--- src/mlr_pkg.sv ---
// ----------------------------------------------------------------------------
// mlr_pkg - shared types and codes for the midpoint line rasterizer
// Item mode codes, slope case codes and the fixed color width.
// ----------------------------------------------------------------------------
package mlr_pkg;

    localparam int COLOR_BITS = 24;

    localparam logic MODE_START = 1'b0;
    localparam logic MODE_STEP  = 1'b1;

    typedef enum logic [2:0] {
        OCT_HORZ       = 3'd0,
        OCT_DIAG_UP    = 3'd1,
        OCT_DIAG_DN    = 3'd2,
        OCT_VERT       = 3'd3,
        OCT_SHALLOW_UP = 3'd4,
        OCT_STEEP_UP   = 3'd5,
        OCT_SHALLOW_DN = 3'd6,
        OCT_STEEP_DN   = 3'd7
    } t_octant;

endpackage

--- src/mlr_setup.sv ---
// ----------------------------------------------------------------------------
// mlr_setup - line setup
// Orders the endpoints, classifies the slope and seeds the decision term.
// ----------------------------------------------------------------------------
module mlr_setup
    import mlr_pkg::*;
#(
    parameter int COORD_BITS = 12
) (
    input  logic [COORD_BITS-1:0]        i_x0,
    input  logic [COORD_BITS-1:0]        i_y0,
    input  logic [COORD_BITS-1:0]        i_x1,
    input  logic [COORD_BITS-1:0]        i_y1,
    output logic [COORD_BITS-1:0]        o_cur_x,
    output logic [COORD_BITS-1:0]        o_cur_y,
    output logic [COORD_BITS-1:0]        o_stop_x,
    output logic [COORD_BITS-1:0]        o_stop_y,
    output logic [COORD_BITS:0]          o_delta_x,
    output logic signed [COORD_BITS:0]   o_delta_y,
    output logic signed [COORD_BITS+2:0] o_decision,
    output t_octant                      o_octant
);

    localparam int DW = COORD_BITS + 3;

    logic signed [DW-1:0] dx_w;
    logic signed [DW-1:0] dy_w;

    always_comb begin
        priority if (i_x0 == i_x1) begin
            o_cur_x  = i_x0;
            o_stop_x = i_x0;
            o_cur_y  = (i_y0 < i_y1) ? i_y0 : i_y1;
            o_stop_y = (i_y0 < i_y1) ? i_y1 : i_y0;
        end else if (i_x0 < i_x1) begin
            o_cur_x  = i_x0;
            o_cur_y  = i_y0;
            o_stop_x = i_x1;
            o_stop_y = i_y1;
        end else begin
            o_cur_x  = i_x1;
            o_cur_y  = i_y1;
            o_stop_x = i_x0;
            o_stop_y = i_y0;
        end
    end

    assign o_delta_x = {1'b0, o_stop_x} - {1'b0, o_cur_x};
    assign o_delta_y = $signed({1'b0, o_stop_y}) - $signed({1'b0, o_cur_y});

    assign dx_w = $signed({2'b00, o_delta_x});
    assign dy_w = {{2{o_delta_y[COORD_BITS]}}, o_delta_y};

    always_comb begin
        o_decision = '0;
        priority if (dx_w == '0) begin
            o_octant = OCT_VERT;
        end else if (dy_w == '0) begin
            o_octant = OCT_HORZ;
        end else if (dy_w == dx_w) begin
            o_octant = OCT_DIAG_UP;
        end else if (dy_w == -dx_w) begin
            o_octant = OCT_DIAG_DN;
        end else if (dy_w > 0 && dy_w < dx_w) begin
            o_octant   = OCT_SHALLOW_UP;
            o_decision = (dy_w <<< 1) - dx_w;
        end else if (dy_w > dx_w) begin
            o_octant   = OCT_STEEP_UP;
            o_decision = dy_w - (dx_w <<< 1);
        end else if (dy_w > -dx_w) begin
            o_octant   = OCT_SHALLOW_DN;
            o_decision = (dy_w <<< 1) + dx_w;
        end else begin
            o_octant   = OCT_STEEP_DN;
            o_decision = dy_w + (dx_w <<< 1);
        end
    end

endmodule

--- src/mlr_step.sv ---
// ----------------------------------------------------------------------------
// mlr_step - one midpoint step
// Moves the current pixel by one and updates the decision term.
// ----------------------------------------------------------------------------
module mlr_step
    import mlr_pkg::*;
#(
    parameter int COORD_BITS = 12
) (
    input  logic [COORD_BITS-1:0]        i_cur_x,
    input  logic [COORD_BITS-1:0]        i_cur_y,
    input  logic [COORD_BITS:0]          i_delta_x,
    input  logic signed [COORD_BITS:0]   i_delta_y,
    input  logic signed [COORD_BITS+2:0] i_decision,
    input  t_octant                      i_octant,
    output logic [COORD_BITS-1:0]        o_cur_x,
    output logic [COORD_BITS-1:0]        o_cur_y,
    output logic signed [COORD_BITS+2:0] o_decision
);

    localparam int DW = COORD_BITS + 3;

    logic signed [DW-1:0]  dx2;
    logic signed [DW-1:0]  dy2;
    logic [COORD_BITS-1:0] x_inc;
    logic [COORD_BITS-1:0] y_inc;
    logic [COORD_BITS-1:0] y_dec;

    assign dx2   = $signed({1'b0, i_delta_x, 1'b0});
    assign dy2   = {i_delta_y[COORD_BITS], i_delta_y, 1'b0};
    assign x_inc = i_cur_x + 1'b1;
    assign y_inc = i_cur_y + 1'b1;
    assign y_dec = i_cur_y - 1'b1;

    always_comb begin
        o_cur_x    = i_cur_x;
        o_cur_y    = i_cur_y;
        o_decision = i_decision;
        unique case (i_octant)
            OCT_HORZ: begin
                o_cur_x = x_inc;
            end
            OCT_DIAG_UP: begin
                o_cur_x = x_inc;
                o_cur_y = y_inc;
            end
            OCT_DIAG_DN: begin
                o_cur_x = x_inc;
                o_cur_y = y_dec;
            end
            OCT_VERT: begin
                o_cur_y = y_inc;
            end
            OCT_SHALLOW_UP: begin
                o_cur_x = x_inc;
                if (i_decision > 0) begin
                    o_cur_y    = y_inc;
                    o_decision = i_decision - dx2 + dy2;
                end else begin
                    o_decision = i_decision + dy2;
                end
            end
            OCT_STEEP_UP: begin
                o_cur_y = y_inc;
                if (i_decision < 0) begin
                    o_cur_x    = x_inc;
                    o_decision = i_decision + dy2 - dx2;
                end else begin
                    o_decision = i_decision - dx2;
                end
            end
            OCT_SHALLOW_DN: begin
                o_cur_x = x_inc;
                if (i_decision < 0) begin
                    o_cur_y    = y_dec;
                    o_decision = i_decision + dx2 + dy2;
                end else begin
                    o_decision = i_decision + dy2;
                end
            end
            OCT_STEEP_DN: begin
                o_cur_y = y_dec;
                if (i_decision > 0) begin
                    o_cur_x    = x_inc;
                    o_decision = i_decision + dy2 + dx2;
                end else begin
                    o_decision = i_decision + dx2;
                end
            end
            default: begin
                o_cur_x = i_cur_x;
            end
        endcase
    end

endmodule

--- src/midpoint_line_rasterizer.sv ---
// ----------------------------------------------------------------------------
// midpoint_line_rasterizer - integer midpoint line generator, all octants
// Start items load a line, step items walk it one pixel at a time.
// ----------------------------------------------------------------------------
// Every input item yields exactly one result item. The block takes one item
// per clock and gives one result per clock unless i_stall holds the output;
// items pass the input register, then the result register. The line state
// (position, decision term, slope case) is updated in the same cycle as an
// item moves from the input register into the result register, so each
// step is a single add and compare on that state. A start item emits the
// first pixel; each step item emits the next one, with last set on the final
// endpoint. Steps with no line in progress return valid_res = 0 and zero fields.
module midpoint_line_rasterizer
    import mlr_pkg::*;
#(
    parameter int COORD_BITS = 12
) (
    input  logic                  i_clk,
    input  logic                  i_rst_n,
    input  logic                  i_valid,
    output logic                  o_stall,
    input  logic                  i_mode,
    input  logic [COORD_BITS-1:0] i_start_x,
    input  logic [COORD_BITS-1:0] i_start_y,
    input  logic [COORD_BITS-1:0] i_end_x,
    input  logic [COORD_BITS-1:0] i_end_y,
    input  logic [COLOR_BITS-1:0] i_line_color,
    output logic                  o_valid,
    input  logic                  i_stall,
    output logic [COORD_BITS-1:0] o_pixel_x,
    output logic [COORD_BITS-1:0] o_pixel_y,
    output logic [COLOR_BITS-1:0] o_pixel_color,
    output logic                  o_valid_res,
    output logic                  o_last
);

    localparam int DW = COORD_BITS + 3;

    // input register
    logic                  r_in_valid;
    logic                  r_in_mode;
    logic [COORD_BITS-1:0] r_in_x0, r_in_y0, r_in_x1, r_in_y1;
    logic [COLOR_BITS-1:0] r_in_color;

    // line state
    logic [COORD_BITS-1:0] r_cur_x, r_cur_y, r_stop_x, r_stop_y;
    logic [COORD_BITS:0]   r_delta_x;
    logic signed [COORD_BITS:0] r_delta_y;
    logic signed [DW-1:0]  r_decision;
    t_octant               r_octant;
    logic                  r_line_active;
    logic [COLOR_BITS-1:0] r_held_color;

    // result register
    logic                  r_out_valid;
    logic [COORD_BITS-1:0] r_out_x, r_out_y;
    logic [COLOR_BITS-1:0] r_out_color;
    logic                  r_out_valid_res;
    logic                  r_out_last;

    logic move;
    logic fire;

    logic [COORD_BITS-1:0] su_cur_x, su_cur_y, su_stop_x, su_stop_y;
    logic [COORD_BITS:0]   su_delta_x;
    logic signed [COORD_BITS:0] su_delta_y;
    logic signed [DW-1:0]  su_decision;
    t_octant               su_octant;

    logic [COORD_BITS-1:0] st_cur_x, st_cur_y;
    logic signed [DW-1:0]  st_decision;

    logic [COORD_BITS-1:0] n_cur_x, n_cur_y, n_stop_x, n_stop_y;
    logic [COORD_BITS:0]   n_delta_x;
    logic signed [COORD_BITS:0] n_delta_y;
    logic signed [DW-1:0]  n_decision;
    t_octant               n_octant;
    logic [COLOR_BITS-1:0] n_held_color;
    logic                  n_emit;
    logic                  n_last;

    assign move    = !r_out_valid || !i_stall;
    assign fire    = r_in_valid && move;
    assign o_stall = r_in_valid && !move;

    mlr_setup #(
        .COORD_BITS(COORD_BITS)
    ) u_setup (
        .i_x0      (r_in_x0),
        .i_y0      (r_in_y0),
        .i_x1      (r_in_x1),
        .i_y1      (r_in_y1),
        .o_cur_x   (su_cur_x),
        .o_cur_y   (su_cur_y),
        .o_stop_x  (su_stop_x),
        .o_stop_y  (su_stop_y),
        .o_delta_x (su_delta_x),
        .o_delta_y (su_delta_y),
        .o_decision(su_decision),
        .o_octant  (su_octant)
    );

    mlr_step #(
        .COORD_BITS(COORD_BITS)
    ) u_step (
        .i_cur_x   (r_cur_x),
        .i_cur_y   (r_cur_y),
        .i_delta_x (r_delta_x),
        .i_delta_y (r_delta_y),
        .i_decision(r_decision),
        .i_octant  (r_octant),
        .o_cur_x   (st_cur_x),
        .o_cur_y   (st_cur_y),
        .o_decision(st_decision)
    );

    always_comb begin
        n_cur_x      = r_cur_x;
        n_cur_y      = r_cur_y;
        n_stop_x     = r_stop_x;
        n_stop_y     = r_stop_y;
        n_delta_x    = r_delta_x;
        n_delta_y    = r_delta_y;
        n_decision   = r_decision;
        n_octant     = r_octant;
        n_held_color = r_held_color;
        n_emit       = 1'b0;
        priority if (r_in_mode == MODE_START) begin
            n_cur_x      = su_cur_x;
            n_cur_y      = su_cur_y;
            n_stop_x     = su_stop_x;
            n_stop_y     = su_stop_y;
            n_delta_x    = su_delta_x;
            n_delta_y    = su_delta_y;
            n_decision   = su_decision;
            n_octant     = su_octant;
            n_held_color = r_in_color;
            n_emit       = 1'b1;
        end else if (r_line_active) begin
            n_cur_x    = st_cur_x;
            n_cur_y    = st_cur_y;
            n_decision = st_decision;
            n_emit     = 1'b1;
        end else begin
            n_emit = 1'b0;
        end
        n_last = (n_cur_x == n_stop_x) && (n_cur_y == n_stop_y);
    end

    always_ff @(posedge i_clk) begin
        if (!i_rst_n) begin
            r_in_valid <= 1'b0;
        end else if (!o_stall) begin
            r_in_valid <= i_valid;
        end
    end

    always_ff @(posedge i_clk) begin
        if (i_valid && !o_stall) begin
            r_in_mode  <= i_mode;
            r_in_x0    <= i_start_x;
            r_in_y0    <= i_start_y;
            r_in_x1    <= i_end_x;
            r_in_y1    <= i_end_y;
            r_in_color <= i_line_color;
        end
    end

    always_ff @(posedge i_clk) begin
        if (!i_rst_n) begin
            r_line_active <= 1'b0;
            r_octant      <= OCT_HORZ;
            r_cur_x       <= '0;
            r_cur_y       <= '0;
            r_stop_x      <= '0;
            r_stop_y      <= '0;
            r_delta_x     <= '0;
            r_delta_y     <= '0;
            r_decision    <= '0;
            r_held_color  <= '0;
        end else if (fire && n_emit) begin
            r_line_active <= !n_last;
            r_octant      <= n_octant;
            r_cur_x       <= n_cur_x;
            r_cur_y       <= n_cur_y;
            r_stop_x      <= n_stop_x;
            r_stop_y      <= n_stop_y;
            r_delta_x     <= n_delta_x;
            r_delta_y     <= n_delta_y;
            r_decision    <= n_decision;
            r_held_color  <= n_held_color;
        end
    end

    always_ff @(posedge i_clk) begin
        if (!i_rst_n) begin
            r_out_valid <= 1'b0;
        end else if (move) begin
            r_out_valid <= r_in_valid;
        end
    end

    always_ff @(posedge i_clk) begin
        if (fire) begin
            r_out_x         <= n_emit ? n_cur_x : '0;
            r_out_y         <= n_emit ? n_cur_y : '0;
            r_out_color     <= n_emit ? n_held_color : '0;
            r_out_valid_res <= n_emit;
            r_out_last      <= n_emit && n_last;
        end
    end

    assign o_valid       = r_out_valid;
    assign o_pixel_x     = r_out_x;
    assign o_pixel_y     = r_out_y;
    assign o_pixel_color = r_out_color;
    assign o_valid_res   = r_out_valid_res;
    assign o_last        = r_out_last;

    // a held result always matches the current line state
    a_last_ends_line: assert property (@(posedge i_clk) disable iff (!i_rst_n)
        (r_out_valid && r_out_last) |-> !r_line_active)
        else $error("line still active after last pixel");

    a_mid_keeps_line: assert property (@(posedge i_clk) disable iff (!i_rst_n)
        (r_out_valid && r_out_valid_res && !r_out_last) |-> r_line_active)
        else $error("line dropped before last pixel");

    a_stall_cause: assert property (@(posedge i_clk) disable iff (!i_rst_n)
        o_stall |-> (r_out_valid && i_stall))
        else $error("input stalled with room in result register");

    a_horz_on_row: assert property (@(posedge i_clk) disable iff (!i_rst_n)
        (r_line_active && r_octant == OCT_HORZ) |-> (r_cur_y == r_stop_y))
        else $error("horizontal line left its row");

    a_x_not_past_end: assert property (@(posedge i_clk) disable iff (!i_rst_n)
        r_line_active |-> (r_cur_x <= r_stop_x))
        else $error("x walked past the end point");

endmodule

--- config.mk ---
export PLATFORM = sky130hd
export DESIGN_NAME = midpoint_line_rasterizer
export DESIGN_NICKNAME = d
export VERILOG_FILES = /design/src/mlr_pkg.sv /design/src/mlr_setup.sv /design/src/mlr_step.sv /design/src/midpoint_line_rasterizer.sv
export SDC_FILE = /design/constraint.sdc
export NUM_CORES = 1
export LEC_CHECK = 0
export BUFFER_PORTS_ARGS = -buffer_cell sky130_fd_sc_hd__buf_2
export CAP_MARGIN = 10
export CORE_MARGIN = 2
export CORE_UTILIZATION = 50
export CTS_CLUSTER_DIAMETER = 50
export DETAILED_ROUTE_END_ITERATION = 7
export GPL_TIMING_DRIVEN = 1
export HOLD_SLACK_MARGIN = 0.08
export PLACE_DENSITY = 0.68
export SLEW_MARGIN = 20
export SYNTH_ARGS = -nofsm -noshare
export SYNTH_HDL_FRONTEND = slang
export SYNTH_SLANG_ARGS = --single-unit
export TNS_END_PERCENT = 1
--- constraint.sdc ---
create_clock -name i_clk -period 15.1 [get_ports i_clk]
set_input_delay 2.265 -clock i_clk [delete_from_list [all_inputs] [get_ports i_clk]]
set_output_delay 2.265 -clock i_clk [all_outputs]
set_load 0.05 [all_outputs]
## After elaboration in Yosys (flattened, before gate mapping)

Cells that the tools add are included.

| word-level totals | value |
|---|---|
| register bits after elaboration | 242 |
| input bits | 77 |
| output and inout port bits | 52 |
| word-level logic and storage cells | 130 |

| operators by class | value |
|---|---|
| $add $sub $neg | 17 |
| $lt $le $gt $ge | 8 |
| equal/unequal tests | 14 |
| muxes and demuxes | 46 |
| bitwise logic cells | 1 |
| reduce and logical (&&, ||, !) cells | 21 |

Operator list:

| kind | number |
|---|---|
| 12-bit two-way mux | 20 |
| 15-bit two-way mux | 13 |
| 15-bit one-hot mux with 4 select lines | 1 |
| 12-bit one-hot mux with 4 select lines | 1 |
| 15-bit by 14-bit adder with 15-bit output | 3 |
| 12-bit equality test | 3 |
| 12-bit one-hot mux with 3 select lines | 1 |
| 15-bit adder | 2 |
| 15-bit zero test | 2 |
| 15-bit subtractor | 2 |
| 12-bit by 12-bit subtractor with 13-bit output | 2 |
| 12-bit by 1-bit adder with 12-bit output (second input constant) | 2 |
| 12-bit less-than comparator | 2 |
| 24-bit two-way mux | 1 |
| 3-bit two-way mux | 6 |
| 13-bit by 15-bit adder with 15-bit output | 1 |
| 14-bit by 14-bit adder with 15-bit output | 1 |
| 13-bit by 15-bit equality test with 1-bit output | 1 |
| 13-bit by 15-bit > comparator with 1-bit output | 1 |
| 15-bit by 1-bit > comparator with 1-bit output (second input constant) | 1 |
| 15-bit by 1-bit less-than comparator with 1-bit output (second input constant) | 1 |
| 13-bit negation with 15-bit output | 1 |
| 13-bit by 15-bit subtractor with 15-bit output | 1 |
| 14-bit by 14-bit subtractor with 15-bit output | 1 |
| other kinds (21) | 37 |

## Depth between registers and ports, before layout

Gate-level depths: netlist of run 1.

| logic depth | value |
|---|---|
| word-level depth | 14 |
| gate-level depth with buffers | 35 |
| mapped depth without buffers | 33 |

## Modules after synthesis

A second synthesis of run 1 with hierarchy kept.

| second synthesis, totals | value |
|---|---|
| cells, all modules | 2,694 |
| area, all modules | 22,115.0 um^2 |

Modules (own cells, without submodules):

| module | instances | cells each | area each (um^2) | sequential area each (um^2) |
|---|---|---|---|---|
| midpoint_line_rasterizer | 1 | 909 | 9,907.0 | 6,075.8 |
| mlr_setup | 1 | 921 | 6,281.0 | 0.0 |
| mlr_step | 1 | 864 | 5,926.9 | 0.0 |

## Worst setup path before layout of run 1

OpenSTA, ideal clock, no wires.

| path | value |
|---|---|
| path kind | reg2reg |
| start | register r_in_x0[1] |
| end | register r_decision[14] |
| library setup time | 0.070 ns |
| arrival time | 7.204 ns |
| required time | 15.030 ns |
| slack | 7.827 ns |
| stages on the path, launching flop included | 32 |
| path buffers | 1 |
| clock period less this slack | 7.273 ns |
| cells stage by stage | edfxtp_1 -> ha_1 -> nor2b_1 -> o211ai_2 -> a211oi_1 -> nor3_1 -> nor2_1 -> clkbuf_1 -> nor2_1 -> a21oi_1 -> inv_1 -> ha_1 -> inv_1 -> fa_1 -> a21o_1 -> o2bb2ai_1 -> o41ai_2 -> o21ai_0 -> a21oi_1 -> xnor2_1 -> inv_1 -> or4_1 -> nand2_1 -> ha_1 -> a21o_1 -> a2111o_1 -> o21ai_1 -> inv_1 -> or4_1 -> o311a_1 -> a311o_1 -> a21oi_1 |

| between the ends | value |
|---|---|
| longest elaborated chain between the ends | 14 |
| elaborated cells between the ends (all ways) | 34 |
| those cells by class | add/sub (7); order compare (5); eq/ne (3); mux (16); reduce/logical (3) |

Ends and longest elaborated chain:

| element | line | RTL |
|---|---|---|
| start, declared | midpoint_line_rasterizer.sv:42 | `logic [COORD_BITS-1:0] r_in_x0, r_in_y0, r_in_x1, r_in_y1;` |
| start signal, assigned | midpoint_line_rasterizer.sv:161 | `r_in_x0 <= i_start_x;` |
| 12-bit less-than comparator | mlr_setup.sv:35 | `end else if (i_x0 < i_x1) begin` |
| 12-bit two-way mux | mlr_setup.sv:35 |  |
| 12-bit two-way mux | mlr_setup.sv:30 | `priority if (i_x0 == i_x1) begin` |
| 12-bit by 12-bit subtractor with 13-bit output * | mlr_setup.sv:48 | `assign o_delta_x = {1'b0, o_stop_x} - {1'b0, o_cur_x};` |
| named net su_delta_x[10] | midpoint_line_rasterizer.sv:65 | `logic [COORD_BITS:0] su_delta_x;` |
| 13-bit negation with 15-bit output | mlr_setup.sv:62, mlr_setup.sv:70 |  |
| 13-bit by 15-bit > comparator with 1-bit output | mlr_setup.sv:70 | `end else if (dy_w > -dx_w) begin` |
| 15-bit two-way mux | mlr_setup.sv:70 |  |
| 15-bit two-way mux | mlr_setup.sv:67 | `end else if (dy_w > dx_w) begin` |
| 15-bit two-way mux | mlr_setup.sv:64 | `end else if (dy_w > 0 && dy_w < dx_w) begin` |
| 15-bit two-way mux | mlr_setup.sv:62 | `end else if (dy_w == -dx_w) begin` |
| 15-bit two-way mux | mlr_setup.sv:60 | `end else if (dy_w == dx_w) begin` |
| 15-bit two-way mux | mlr_setup.sv:58 | `end else if (dy_w == '0) begin` |
| 15-bit two-way mux * | mlr_setup.sv:56 | `priority if (dx_w == '0) begin` |
| 15-bit two-way mux * | midpoint_line_rasterizer.sv:128 | `priority if (r_in_mode == MODE_START) begin` |
| end signal, assigned | midpoint_line_rasterizer.sv:190 | `r_decision <= n_decision;` |
| end, declared | midpoint_line_rasterizer.sv:49 | `logic signed [DW-1:0] r_decision;` |

The timed path passes the listed nets; every way through them passes the cells marked *.
A chain may end at the register's enable or synchronous reset.

## Worst setup path after layout of run 1

| path | value |
|---|---|
| start | register r_in_x0[1] |
| end | register r_decision[14] |

| between the ends | value |
|---|---|
| longest elaborated chain between the ends | 14 |
| elaborated cells between the ends (all ways) | 34 |
| those cells by class | add/sub (7); order compare (5); eq/ne (3); mux (16); reduce/logical (3) |

Ends and longest elaborated chain:

| element | line |
|---|---|
| 12-bit less-than comparator | mlr_setup.sv:35 |
| 12-bit two-way mux | mlr_setup.sv:35 |
| 12-bit two-way mux | mlr_setup.sv:30 |
| 12-bit by 12-bit subtractor with 13-bit output | mlr_setup.sv:48 |
| 13-bit negation with 15-bit output | mlr_setup.sv:62, mlr_setup.sv:70 |
| 13-bit by 15-bit > comparator with 1-bit output | mlr_setup.sv:70 |
| 15-bit two-way mux | mlr_setup.sv:70 |
| 15-bit two-way mux | mlr_setup.sv:67 |
| 15-bit two-way mux | mlr_setup.sv:64 |
| 15-bit two-way mux | mlr_setup.sv:62 |
| 15-bit two-way mux | mlr_setup.sv:60 |
| 15-bit two-way mux | mlr_setup.sv:58 |
| 15-bit two-way mux * | mlr_setup.sv:56 |
| 15-bit two-way mux * | midpoint_line_rasterizer.sv:128 |

Every way passes the cells marked *; elsewhere a longest branch is shown, timed or not.

==> results of run 1 <==
-- power by group --
part	leakage, nW	internal (mW)	switching, mW	total [mW]
clock network	0.480	0.408	0.294	0.702
registers	2.16	0.728	0.0320	0.760
logic	6.72	0.637	1.04	1.67
total	9.36	1.77	1.36	3.14
-- layer usage --
metal	GRT usage [%]	vias up	share of wire, %
met5	0	-	0.019
met4	10.3	2	3.4
met3	3.02	131	5.7
met2	50.3	676	47
met1	38.6	8852	44
li1	-	8973	-
-- cell usage after synthesis, drive strengths merged (19+ instances only) --
| library cell | instances |
|---|---|
| a21oi | 264 |
| nor2b | 24 |
| nor3 | 51 |
| o21bai | 36 |
| xor2 | 58 |
| mux2i | 52 |
| clkbuf | 94 |
| buf | 19 |
| nand2 | 264 |
| xnor2 | 124 |
| a31oi | 28 |
| nand3 | 60 |
| inv | 177 |
| o21ai | 153 |
| and3 | 21 |
| edfxtp | 123 |
| o211ai | 19 |
| and2 | 25 |
| a21o | 43 |
| nand4 | 24 |
| nor2 | 206 |
| ha | 205 |
| a211oi | 35 |
| dfxtp | 119 |
-- tightest hold or removal path, stage by stage (launching register included) --
cell,delay [ns]
dfxtp_1,0.31
nand2_1,0.05
a21oi_1,0.05
-- sequential cells by signal (all words and copies together), names as in the netlist, 12 cells and up --
signal,cells
o_pixel_color,24
r_held_color,24
r_in_color,24
r_decision,15
r_delta_x,13
r_delta_y,13
o_pixel_x,12
o_pixel_y,12
r_cur_x,12
r_cur_y,12
r_in_x0,12
r_in_x1,12
r_in_y0,12
r_in_y1,12
r_stop_x,12
r_stop_y,12
-- metrics by stage --
step                setup slack [ns]  util, %  hold slack, ns
finish                          6.39     55.9           0.455
global placement                6.75     53.5           0.440
detailed placement              6.56     53.5           0.447
floorplan                       7.83        -           0.434
CTS                             6.50     55.9           0.455
global route                    5.77     55.9           0.476
-- path summary, 6_finish.rpt --
path	from	endpoint	slack [ns]	cells past startpoint
worst max-delay path	r_in_x0[1]$_DFFE_PP_	r_decision[14]$_SDFFE_PN0P_	6.39	27
worst min-delay path	r_stop_x[5]$_SDFFE_PN0P_	r_stop_x[5]$_SDFFE_PN0P_	0.45	2
worst max register to register	r_in_x0[1]$_DFFE_PP_	r_decision[14]$_SDFFE_PN0P_	6.39	27
worst min register to register	r_stop_x[5]$_SDFFE_PN0P_	r_stop_x[5]$_SDFFE_PN0P_	0.45	2
-- cell type report --
type                            count  area [µm²]  area share [%]
Sequential cell                   242        6080            27.3
Clock inverter                     17         159           0.713
Inverter                          178         669            3.01
Timing Repair Buffer              157         858            3.85
Multi-Input combinational cell   1928       13000            58.5
Tap cell                          525         657            2.95
Clock buffer                       38         822            3.69
-- cells by family after synthesis --
| group | count (synthesis) | share of synthesized area, % |
|---|---|---|
| AND/OR/NAND/NOR | 744 | 16.8 |
| AO/OA/AOI/OAI | 719 | 22.4 |
| buffers and inverters | 291 | 5.45 |
| flip-flops | 242 | 30.1 |
| adder cells (fa/ha/maj) | 217 | 13.9 |
| XOR/XNOR | 184 | 8.12 |
| multiplexers | 64 | 3.25 |
==> flow_summary.json, run 1 <==
{
  "area_growth_pct": 10.3,
  "period_share_pct": 57.7,
  "grt_start_max_net_pins": 74,
  "outcome": "finished, final reports clean",
  "cts_resized": 0,
  "cp_max_fo": 24,
  "finalInstanceArea_um2": 22300,
  "synth_nets": 2755,
  "synth_flop_cell": "edfxtp_1",
  "stdcell_count": 3085,
  "worst-endpoint-arrival_ns": 9.20,
  "power.total_mw": 3.14,
  "num_io_pins": 129,
  "postCtsSetupBuffers": 0,
  "grt_usage_pct": 29.4,
  "final_common_cell": "a21oi_1",
  "routabilityCongestion": 0.966,
  "clk_latency_ns": 0.57,
  "cts_tree": "built",
  "ant_nets": 0,
  "diodes": 0,
  "netlist_area_um2": 20200,
  "drcViolationCount": 0,
  "leakagePower_nw": 9.36,
  "worst_pin_slew_ns": 1.03,
  "gr-total-overflow": 0,
  "final.fill_count": 3730,
  "placed_cells": 3030,
  "clock.fmax_ghz": 0.115,
  "synth.distinct_cells": 83,
  "htree_levels": 1,
  "setup_viol_count_final": 0,
  "final_cell_mix": "263 x a21oi_1, 262 x nand2_1, 205 x nor2_1, 205 x ha_1, 174 x inv_1",
  "totalWireLength_um": 62700,
  "drive_gt1_share_pct": 9.45,
  "maxCapViolCount": 0,
  "period_needed_ns": 8.71,
  "skew_ns": 0.0186,
  "pwr_density_cell_nw_per_um2": 141,
  "core_area_um2": 39800,
  "die_w_um": 205,
  "yosysWarnings": 0,
  "yosysTopAreaCellShare_pct": 18.3,
  "cp_slowest_cell": "xnor2_1",
  "crit_path_start_kind": "flip-flop",
  "hpwl_um": 48300,
  "antenna_found_initial": 1,
  "dpl-instance-area_um2": 21300,
  "wl_per_cell_um": 20.3,
  "cp.required_ns": 15.59,
  "rsz0062_at_grt": "no",
  "yosysTopAreaCell": "edfxtp_1",
  "drv_slew": 0,
  "synthCells": 2461,
  "synth_area_leaders": "edfxtp_1 18%, ha_1 13%, dfxtp_1 12%, a21oi_1 6.5%, xnor2_1 5.4%",
  "synth-seq-cells": 242,
  "cts_sinks": 242,
  "crit_family": "simple AND/OR/NAND/NOR gates",
  "slowest_delay_ns": 0.72,
  "grt_pass1_vias": 18000,
  "nNetsFinal": 2832,
  "vias": 18600,
  "fp.dieH_um": 205,
  "ctsHoldBuffers": 0,
  "portBuffers": 128,
  "cts.clk_slew.worst_paths_ns": 0.06,
  "start_util_pct": 50.7,
  "max-slew-margin-rel_pct": 31.2,
  "hold_viol_final": 0,
  "cp-end-kind": "flip-flop",
  "cts_buffers": 31,
  "dr.pass1.iters": 5,
  "worstHoldPathType": "flip-flop to flip-flop",
  "avgSynthCellArea_um2": 8.20,
  "peakVddDrop_mv": 0.103,
  "synth-seq-area-share_pct": 30.1,
  "drtIter0Drc": 1578,
  "num_rows": 73,
  "crit_buf_inv": 4,
  "worstSetupPathType": "flip-flop to flip-flop",
  "cts.path.max_buffers": 3,
  "viasPerCell": 6.04,
  "grt_pass1_wl_um": 97900,
  "dieArea_um2": 42000,
  "tns_ns": 0,
  "clock-root-buffer": "clkbuf_16",
  "synth_edf_count": 123,
  "ys_async_sr_fraction_pct": 0
}
No activity file was read; power rests on OpenSTA's default activity.
==> run 2: changes to the inputs <==
==> constraint.sdc (replaced) <==
create_clock -name i_clk -period 9.1 [get_ports i_clk]
set_input_delay 1.365 -clock i_clk [delete_from_list [all_inputs] [get_ports i_clk]]
set_output_delay 1.365 -clock i_clk [all_outputs]
set_load 0.05 [all_outputs]
==> run 2 against run 1 <==
Via count hardly changed. Non-clock buffer count rose by 7. Worst hold slack got worse by 0.0019 ns. Final area grew 0.97%. Sequential share of layout area is 0.26 points lower. First-iteration DRC count down 6.6%. Setup slack lost 5.5 ns. Global-route usage is 0.066 points higher. Maximum frequency up 6.3%. Largest cell class unchanged.
==> flow_summary.json, run 2 (synthesized netlist as in run 1, its figures left out) <==
{
  "outcome": "finished, final reports clean",
  "maxCapViolCount": 0,
  "crit_family": "simple AND/OR/NAND/NOR gates",
  "postCtsSetupBuffers": 0,
  "cts.clk_slew.worst_paths_ns": 0.06,
  "fp.dieH_um": 205,
  "leakagePower_nw": 9.48,
  "grt_usage_pct": 29.5,
  "cp.required_ns": 9.55,
  "cp_max_fo": 23,
  "wl_per_cell_um": 20.1,
  "pwr_density_cell_nw_per_um2": 240,
  "core_area_um2": 39800,
  "max-slew-margin-rel_pct": 26.9,
  "post-route-util_pct": 56.5,
  "ant_nets": 0,
  "portBuffers": 128,
  "dr.pass1.iters": 6,
  "worst-endpoint-arrival_ns": 8.64,
  "clock.fmax_ghz": 0.122,
  "crit_path_start_kind": "flip-flop",
  "vias": 18600,
  "tns_ns": 0,
  "worstHoldPathType": "flip-flop to flip-flop",
  "nNetsFinal": 2842,
  "drtIter0Drc": 1474,
  "clock-root-buffer": "clkbuf_16",
  "viasPerCell": 6.01,
  "diodes": 0,
  "totalWireLength_um": 62200,
  "num_rows": 73,
  "rsz0062_at_grt": "no",
  "setup_viol_count_final": 0,
  "hold_ws_ns": 0.453,
  "final_cell_mix": "263 x a21oi_1, 262 x nand2_1, 205 x nor2_1, 205 x ha_1, 174 x inv_1",
  "drive_gt1_share_pct": 10.0,
  "ctsHoldBuffers": 0,
  "cts_buffers": 34,
  "cts_sinks": 242,
  "peakVddDrop_mv": 0.179,
  "worst_pin_slew_ns": 1.09,
  "routabilityCongestion": 0.993,
  "final_common_cell": "a21oi_1",
  "grt_start_max_net_pins": 83,
  "num_io_pins": 129,
  "hpwl_um": 48000,
  "power.total_mw": 5.39,
  "hold_viol_final": 0,
  "drcViolationCount": 0,
  "start_util_pct": 50.7,
  "grt_pass1_wl_um": 97700,
  "cts.path.max_buffers": 3,
  "antenna_found_initial": 0,
  "worstSetupPathType": "flip-flop to flip-flop",
  "cts_resized": 0,
  "htree_levels": 2,
  "drv_slew": 0,
  "gr-total-overflow": 0,
  "cp_slowest_cell": "or4_1",
  "area_growth_pct": 11.4,
  "period_needed_ns": 8.19,
  "skew_ns": 0.0232,
  "crit_buf_inv": 5,
  "cts_tree": "built",
  "final.fill_count": 3666,
  "slowest_delay_ns": 0.65,
  "period_share_pct": 90.0,
  "die_w_um": 205,
  "grt_pass1_vias": 18200,
  "clk_latency_ns": 0.54,
  "cp-end-kind": "flip-flop",
  "dieArea_um2": 42000
}
==> run 2: cell count changes in the layout (fill, tap and decap cells not counted), moves of 2 or more <==
cell       delta
clkbuf_16     +4
clkinv_2      +2
buf_4         +7
bufinv_16     +2
clkbuf_1      -5
clkinv_4      +2
==> run 2: routing by layer <==
layer / global-route usage (%) / routed length [µm] / share of wire, % / vias to the layer above
met1: 37.4 / 26300 / 42 / 8815
met3: 3.87 / 3820 / 6.1 / 152
met2: 50.7 / 29700 / 48 / 673
met5: 0 / 0 / 0 / -
li1: - / - / - / 8982
met4: 11.7 / 2390 / 3.8 / 0
==> run 2: where the power goes <==
group / switching, mW / internal (mW)
clock network: 0.516 / 0.814
logic: 1.74 / 1.06
registers: 0.0514 / 1.21
==> run 2: final timing paths <==
| check | slack, ns | start | endpoint | depth (start not counted) |
|---|---|---|---|---|
| max | 0.91 | r_in_x0[9]$_DFFE_PP_ | r_decision[14]$_SDFFE_PN0P_ | 29 |
| min | 0.45 | r_held_color[22]$_SDFFE_PN0P_ | r_held_color[22]$_SDFFE_PN0P_ | 2 |
| max reg2reg | 0.91 | r_in_x0[9]$_DFFE_PP_ | r_decision[14]$_SDFFE_PN0P_ | 29 |
| min reg2reg | 0.45 | r_held_color[22]$_SDFFE_PN0P_ | r_held_color[22]$_SDFFE_PN0P_ | 2 |
==> run 2: area by class of cell <==
cell class,instances,area (µm²),area share (%)
Clock buffer,37,903,4.02
Clock inverter,23,240,1.07
Inverter,178,669,2.98
Multi-Input combinational cell,1928,13000,58.0
Sequential cell,242,6080,27.0
Tap cell,525,657,2.92
Timing Repair Buffer,164,911,4.05
==> run 2: metrics by stage <==
stage | instance area, µm² | setup WS (ns) | std cells
after floorplan | 20200 | 1.83 | 2461
after global placement | 21300 | 1.31 | 3037
after detailed placement | 21300 | 1.10 | 3037
after CTS | 22500 | 1.05 | 3097
after global routing | 22500 | 0.243 | 3097
final | 22500 | 0.910 | 3097
==> run 2: worst reg2reg max path, delay by kind of cell, from the launching register on <==
family / cells / cell delay (ns)
AO/OA/AOI/OAI: 11 / 2.02
XOR/XNOR: 1 / 0.37
adder cells (fa/ha/maj): 4 / 1.18
buffers and inverters: 5 / 0.88
flip-flops: 1 / 0.42
multiplexers: 1 / 0.29
AND/OR/NAND/NOR: 7 / 2.94
